`config.mk`:
```
export PLATFORM = sky130hd
export DESIGN_NAME = pcfc_stage
export DESIGN_NICKNAME = d
export VERILOG_FILES = /design/src/rtl/pixel_color_filter_chain_defines.svh /design/src/rtl/pcfc_pkg.sv /design/src/rtl/pcfc_stage.sv
export SDC_FILE = /design/constraint.sdc
export NUM_CORES = 2
export LEC_CHECK = 0
export BUFFER_PORTS_ARGS = -buffer_cell sky130_fd_sc_hd__buf_2
export CAP_MARGIN = 10
export CORE_ASPECT_RATIO = 0.8
export CORE_MARGIN = 2
export CORE_UTILIZATION = 56
export CTS_CLUSTER_DIAMETER = 150
export CTS_CLUSTER_SIZE = 24
export DETAILED_ROUTE_END_ITERATION = 12
export PLACE_DENSITY = 0.73
export SYNTH_ARGS = -nofsm -noshare
export SYNTH_HDL_FRONTEND = slang
export SYNTH_SLANG_ARGS = --single-unit
```
`constraint.sdc`:
```
create_clock -name clk -period 16 [get_ports clk]
set_input_delay 0.8 -clock clk [delete_from_list [all_inputs] [get_ports clk]]
set_output_delay 0.8 -clock clk [all_outputs]
set_load 0.1 [all_outputs]
```
`src/rtl/pixel_color_filter_chain_defines.svh`:
```
// Assertion macros shared by the colour filter chain RTL
`ifndef PIXEL_COLOR_FILTER_CHAIN_DEFINES_SVH
`define PIXEL_COLOR_FILTER_CHAIN_DEFINES_SVH

// Antecedent and consequent in the same cycle
`define PCFC_ASSERT_NOW(lbl, ck, rn, ante, cons) \
	lbl: assert property (@(posedge ck) disable iff (!rn) (ante) |-> (cons)) \
		else $error("pcfc: same-cycle check failed");

// Consequent in the cycle after the antecedent
`define PCFC_ASSERT_NEXT(lbl, ck, rn, ante, cons) \
	lbl: assert property (@(posedge ck) disable iff (!rn) (ante) |=> (cons)) \
		else $error("pcfc: next-cycle check failed");

`endif

```
`src/rtl/pcfc_pkg.sv`:
```
// Package: types and constants of the colour filter chain
`default_nettype none

package pcfc_pkg;

	// Number of filter stages in the chain and number of register pairs
	localparam int NUM_STAGES   = 4;
	localparam int REG_STAGES   = 4;
	localparam int NUM_CFG_REGS = 2 * REG_STAGES;
	localparam int CFG_IDX_W    = 4;
	localparam int CFG_DATA_W   = 16;
	localparam int CFG_STAGE_W  = (REG_STAGES > 1) ? $clog2(REG_STAGES) : 1;

	// Register cycles per filter stage and through the whole chain
	localparam int STAGE_DEPTH = 3;
	localparam int LATENCY     = STAGE_DEPTH * NUM_STAGES;

	// Low bit of a register index: op or value of a stage
	localparam logic CFG_SEL_OP    = 1'b0;
	localparam logic CFG_SEL_VALUE = 1'b1;

	// 1.0 in Q4.12
	localparam logic [15:0] ONE_Q12 = 16'd4096;

	typedef enum logic [2:0] {
		OP_NONE     = 3'd0,
		OP_GRAY     = 3'd1,
		OP_BRIGHT   = 3'd2,
		OP_CONTRAST = 3'd3,
		OP_INVERT   = 3'd4
	} op_t;

	typedef struct packed {
		op_t         op;
		logic [15:0] value;
	} stage_cfg_t;

	typedef struct packed {
		logic [7:0] blue_in;
		logic [7:0] green_in;
		logic [7:0] red_in;
		logic [7:0] alpha_in;
		logic       last_in_frame;
	} in_item_t;

	typedef struct packed {
		logic [7:0] blue_out;
		logic [7:0] green_out;
		logic [7:0] red_out;
		logic [7:0] alpha_out;
		logic       last_out;
	} out_item_t;

	// Pixel as it travels between filter stages
	typedef struct packed {
		logic [7:0] blue;
		logic [7:0] green;
		logic [7:0] red;
		logic [7:0] alpha;
		logic       last;
	} pix_t;

endpackage

`default_nettype wire

```
`src/rtl/pcfc_stage.sv`:
```
// One filter stage: luma, one multiply per channel, bias add and clamp
`default_nettype none

module pcfc_stage (
	input  wire logic               clk,
	input  wire logic               arst_n,
	input  wire pcfc_pkg::stage_cfg_t cfg,
	input  wire logic               in_valid,
	input  wire pcfc_pkg::pix_t     in_pix,
	output logic                    out_valid,
	output pcfc_pkg::pix_t          out_pix
);

	// Luma weights over 65536
	localparam logic [23:0] LUMA_R = 24'd19595;
	localparam logic [23:0] LUMA_G = 24'd38470;
	localparam logic [23:0] LUMA_B = 24'd7471;
	// 128 in Q.12, the contrast pivot
	localparam logic [19:0] CONTRAST_BIAS = 20'd524288;

	// Operands of the one multiply each channel gets
	typedef struct packed {
		logic signed [8:0]  x;
		logic signed [16:0] y;
		logic [19:0]        bias;
	} mul_op_t;

	// Every operation is bias + x*y, then floor and clamp.
	// Mixing: p*4096 + (target - p)*a. Skipped stages: bias p*4096 only.
	function automatic mul_op_t pick(pcfc_pkg::op_t op, logic [15:0] v,
			logic [7:0] p, logic [7:0] luma);
		mul_op_t     r;
		logic [12:0] a;
		logic [15:0] f;
		a = (v > pcfc_pkg::ONE_Q12) ? pcfc_pkg::ONE_Q12[12:0] : v[12:0];
		f = (v == 16'd0) ? pcfc_pkg::ONE_Q12 : v;
		r.x    = 9'sd0;
		r.y    = 17'sd0;
		r.bias = {p, 12'd0};
		case (op)
			pcfc_pkg::OP_GRAY: begin
				if (v != 16'd0) begin
					r.x = $signed({1'b0, luma}) - $signed({1'b0, p});
					r.y = $signed({4'd0, a});
				end
			end
			pcfc_pkg::OP_INVERT: begin
				if (v != 16'd0) begin
					r.x = $signed({1'b0, ~p}) - $signed({1'b0, p});
					r.y = $signed({4'd0, a});
				end
			end
			pcfc_pkg::OP_BRIGHT: begin
				r.x    = $signed({1'b0, p});
				r.y    = $signed({1'b0, f});
				r.bias = 20'd0;
			end
			pcfc_pkg::OP_CONTRAST: begin
				r.x    = $signed({1'b0, p}) - 9'sd128;
				r.y    = $signed({1'b0, f});
				r.bias = CONTRAST_BIAS;
			end
			default: ;
		endcase
		return r;
	endfunction

	// Floor of sum / 4096, clamped to 0..255
	function automatic logic [7:0] clamp_q12(logic signed [26:0] s);
		logic [7:0] r;
		if (s[26])
			r = 8'd0;
		else if (|s[25:20])
			r = 8'd255;
		else
			r = s[19:12];
		return r;
	endfunction

	// Stage 1: luma of the incoming pixel
	logic [23:0]    luma_sum;
	logic           valid_s1;
	pcfc_pkg::pix_t pix_s1;
	logic [7:0]     luma_s1;

	assign luma_sum = LUMA_R * {16'd0, in_pix.red} + LUMA_G * {16'd0, in_pix.green}
		+ LUMA_B * {16'd0, in_pix.blue};

	// Stage 2: per-channel operand selection and multiply
	logic [7:0]         chan_s1 [3];
	mul_op_t            mop     [3];
	logic signed [25:0] prod    [3];
	logic signed [25:0] prod_s2 [3];
	logic [19:0]        bias_s2 [3];
	logic               valid_s2;
	logic [7:0]         alpha_s2;
	logic               last_s2;

	assign chan_s1[0] = pix_s1.blue;
	assign chan_s1[1] = pix_s1.green;
	assign chan_s1[2] = pix_s1.red;

	for (genvar k = 0; k < 3; k++) begin : g_mul
		assign mop[k]  = pick(cfg.op, cfg.value, chan_s1[k], luma_s1);
		assign prod[k] = mop[k].x * mop[k].y;
	end

	// Stage 3: bias add, floor and clamp
	logic signed [26:0] sum  [3];
	logic [7:0]         res  [3];
	logic               valid_s3;
	pcfc_pkg::pix_t     pix_s3;

	for (genvar k = 0; k < 3; k++) begin : g_sum
		assign sum[k] = {prod_s2[k][25], prod_s2[k]} + $signed({7'd0, bias_s2[k]});
		assign res[k] = clamp_q12(sum[k]);
	end

	// Valid bits
	always_ff @(posedge clk or negedge arst_n) begin
		if (!arst_n) begin
			valid_s1 <= 1'b0;
			valid_s2 <= 1'b0;
			valid_s3 <= 1'b0;
		end else begin
			valid_s1 <= in_valid;
			valid_s2 <= valid_s1;
			valid_s3 <= valid_s2;
		end
	end

	// Payload
	always_ff @(posedge clk) begin
		pix_s1  <= in_pix;
		luma_s1 <= luma_sum[23:16];
		for (int k = 0; k < 3; k++) begin
			prod_s2[k] <= prod[k];
			bias_s2[k] <= mop[k].bias;
		end
		alpha_s2     <= pix_s1.alpha;
		last_s2      <= pix_s1.last;
		pix_s3.blue  <= res[0];
		pix_s3.green <= res[1];
		pix_s3.red   <= res[2];
		pix_s3.alpha <= alpha_s2;
		pix_s3.last  <= last_s2;
	end

	assign out_valid = valid_s3;
	assign out_pix   = pix_s3;

endmodule

`default_nettype wire

```
==> flow_summary.json <==
{
  "nets": 3635,
  "via_per_inst": 5.59,
  "synthMostInstantiatedCell": "inv_1",
  "yosys.area.top_type": "fa_1",
  "min_path_type": "in -> async",
  "ys.flop_type": "dfxtp_1",
  "dp_slack_ns": 7.68,
  "postCtsSetupRepairBufs": 0,
  "p_int_mw": 1.85,
  "ir_drop_uv": 206,
  "grt_pass1_vias": 19700,
  "numPortBuffers": 88,
  "start_util_pct": 56.5,
  "clock_latency_ns": 0.46,
  "crit_type": "in -> reg",
  "clkPwrFrac_pct": 11.1,
  "multiInputGateArea_um2": 19500,
  "grt_pass1_wl_mm": 104,
  "die_w_um": 240,
  "area_delta_synth_final_pct": 6.95,
  "drv_slew": 0,
  "fin_util_pct": 60.4,
  "fin_tns_setup_ns": 0,
  "cp-end-kind": "flip-flop",
  "drc": 0,
  "yosysUniqueCellTypes": 77,
  "hold_ws_ns": 0.130,
  "fmax_ghz": 0.126,
  "path_clk_slew_ns": 0.07,
  "synthTopCellsByArea": "fa_1 34%, ha_1 20%, dfxtp_1 12%, inv_1 8.2%, nor2_1 4.3%",
  "postSynthCellCount": 2707,
  "cts.sinks": 152,
  "total_power_mw": 3.75,
  "postCtsResizedCells": 0,
  "grt_max_degree": 35,
  "num_io_pins": 89,
  "drt_iter0_markers": 1205,
  "regToRegSetupSlack_ns": 8.18,
  "tritoncts": "yes",
  "cts_buffer_depth": 2,
  "syn_area_per_cell_um2": 9.20,
  "cts_max_level": 4,
  "numCtsBuffers": 17,
  "postCtsHoldBufs": 0,
  "r2r-start": "chan_s1[1]",
  "tightest_slew_ns": 1.25,
  "p_sw_share_pct": 50.7,
  "routed_wl_mm": 63.4,
  "ys_ff_latch": 152,
  "startpoint": "cfg[0]",
  "postRouteAntennaNets": 0,
  "status": "completed",
  "grt_use_total_pct": 29.3,
  "fp.dieArea_um2": 46200,
  "seq_area_um2": 3060,
  "r2r-end": "prod_s2[0][77]",
  "finalHoldViolations": 0,
  "overflow": 0,
  "cts-root-buf": "clkbuf_16",
  "gp_congestion": 0.930,
  "yosys.area.top_type_share_pct": 33.6,
  "fill_cells": 3678,
  "synth_commonest_cells": "541 x inv_1, 418 x fa_1, 397 x ha_1",
  "antenna_found_initial": 3,
  "synthArstFlopShare_pct": 1.97,
  "ys_seq_area_share_pct": 12.3,
  "routedWlPerCell_um": 18.7,
  "crit_required_ns": 16.33,
  "min_period_ns": 7.93,
  "row_count": 69,
  "power_frac_comb_pct": 74.6,
  "die_h_um": 193,
  "leakagePower_nw": 14.2,
  "drv_cap": 0,
  "worst-path-max-fanout": 21,
  "p_per_area_nw_per_um2": 141,
  "rsz0062_at_grt": "no",
  "synth.cell_area_um2": 24900,
  "synth_edf_count": 0,
  "startpoint_type": "primary input",
  "arrival_ns": 8.26,
  "p_seq_share_pct": 14.3,
  "maxSlewHeadroom_pct": 16.5,
  "yosysWarnings": 0,
  "dp_hpwl_mm": 51.8,
  "finalSetupViolCount": 0,
  "syn_nets": 3577,
  "r2r_cells": 29,
  "finalCritPeriodShare_pct": 49.5,
  "worst_slack_ns": 8.07,
  "power.switching_mw": 1.90,
  "vias": 18900,
  "dr.pass1.iters": 5,
  "skew_ns": 0.0176,
  "core-area_um2": 44100,
  "layout-drive-gt1-share_pct": 6.34
}
-- stage by stage --
step	cells	cell area, µm²
global placement	3349	26000
CTS	3381	26600
detailed placement	3349	26000
floorplan	2707	24900
global route	3383	26600
finish	3384	26600
-- cell families (layout without fill, tap and decap cells) --
family                     after synthesis  in the layout  share of synthesized area, %
and+or+nand+nor                        668            668                          12.0
buffers and inverters                  617            688                          9.35
adders and majority gates              815            815                          53.5
xor gates and xnor gates                95             95                          3.34
DFF                                    152            152                          12.3
muxes                                    1              1                        0.0402
other                                    0              3                             0
AOI/OAI and AO/OA                      359            359                          9.44
-- per-layer routing --
metal  vias up  part of all wire, %  GRT usage [%]
met3       148                  8.8           6.31
met2       760                   46           46.3
met4         0                  3.2           10.5
met1      9344                   42           39.8
li1       8674                    -              -
met5         -                    0              0
-- sequential cells by signal, summed over array words and instances (netlist names) --
register and cells:
alpha_s2 8, valid_s1 1, out_valid 1, valid_s2 1
out_pix 33, pix_s1 9, last_s2 1, prod_s2 42
luma_s1 8, chan_s1 24, bias_s2 24
-- cells in the final DEF (no fill, tap or decap), drive strengths merged, types with 5 or more instances in the layout --
master  count
nor2b      18
nand3      23
or3         6
a221oi      6
o21bai     14
nor4       10
clkbuf     17
nor2      286
xor2       37
o21ai      68
nand2b     40
or2         8
buf       115
a22o        5
inv       551
and3       14
o21a       26
nand2     194
nor3       18
a211oi      6
a21oi     116
xnor2      58
dfxtp     149
clkinv      5
a21o       29
a31oi      27
and2       27
ha        397
fa        418
a21boi     15
nand4       8
a211o       5
-- worst max path at each step --
stage | slack [ns] | cells after the start | end
3_3_place_gp | 7.92 | 28 | luma_s1[7]
2_1_floorplan | 8.35 | 27 | luma_s1[7]
4_1_cts | 8.15 | 26 | prod_s2[0][46]
5_1_grt | 7.71 | 26 | prod_s2[0][46]
3_5_place_dp | 7.68 | 26 | prod_s2[0][46]
6_report | 8.07 | 26 | prod_s2[0][46]
-- worst max-delay path, stage by stage --
cell	delay (ns)
buf_2	0.12
nor4_2	0.37
nand4_1	0.37
and2_4	0.31
inv_1	0.08
or2_2	0.38
nor2_1	0.07
a21oi_1	0.96
inv_1	0.19
o21ai_0	0.29
fa_1	0.49
fa_1	0.50
inv_1	0.05
fa_1	0.45
fa_1	0.49
inv_1	0.05
fa_1	0.47
inv_1	0.04
ha_1	0.26
o21a_1	0.10
o2111ai_1	0.31
o31ai_4	0.16
o41a_1	0.43
a21oi_1	0.26
o21bai_1	0.12
xor2_1	0.15
-- area by class of cell --
class                           instances  area share (%)
Clock buffer                           17            1.60
Inverter                              541            7.62
Antenna cell                            3          0.0282
Clock inverter                         15           0.700
Tap cell                              603            2.83
Multi-Input combinational cell       1938            73.3
Timing Repair Buffer                  115            2.41
Sequential cell                       152            11.5
-- power by group through the flow --
stage / clock network [mW] / logic, mW / registers, mW
after global routing: 0.445 / 3.17 / 0.544
final: 0.417 / 2.80 / 0.536
after floorplan: 0 / 1.97 / 0.644
after detailed placement: 0 / 2.75 / 0.544
after CTS: 0.429 / 2.78 / 0.535
after global placement: 0 / 2.64 / 0.542
Power figures use the tool's default switching activity.
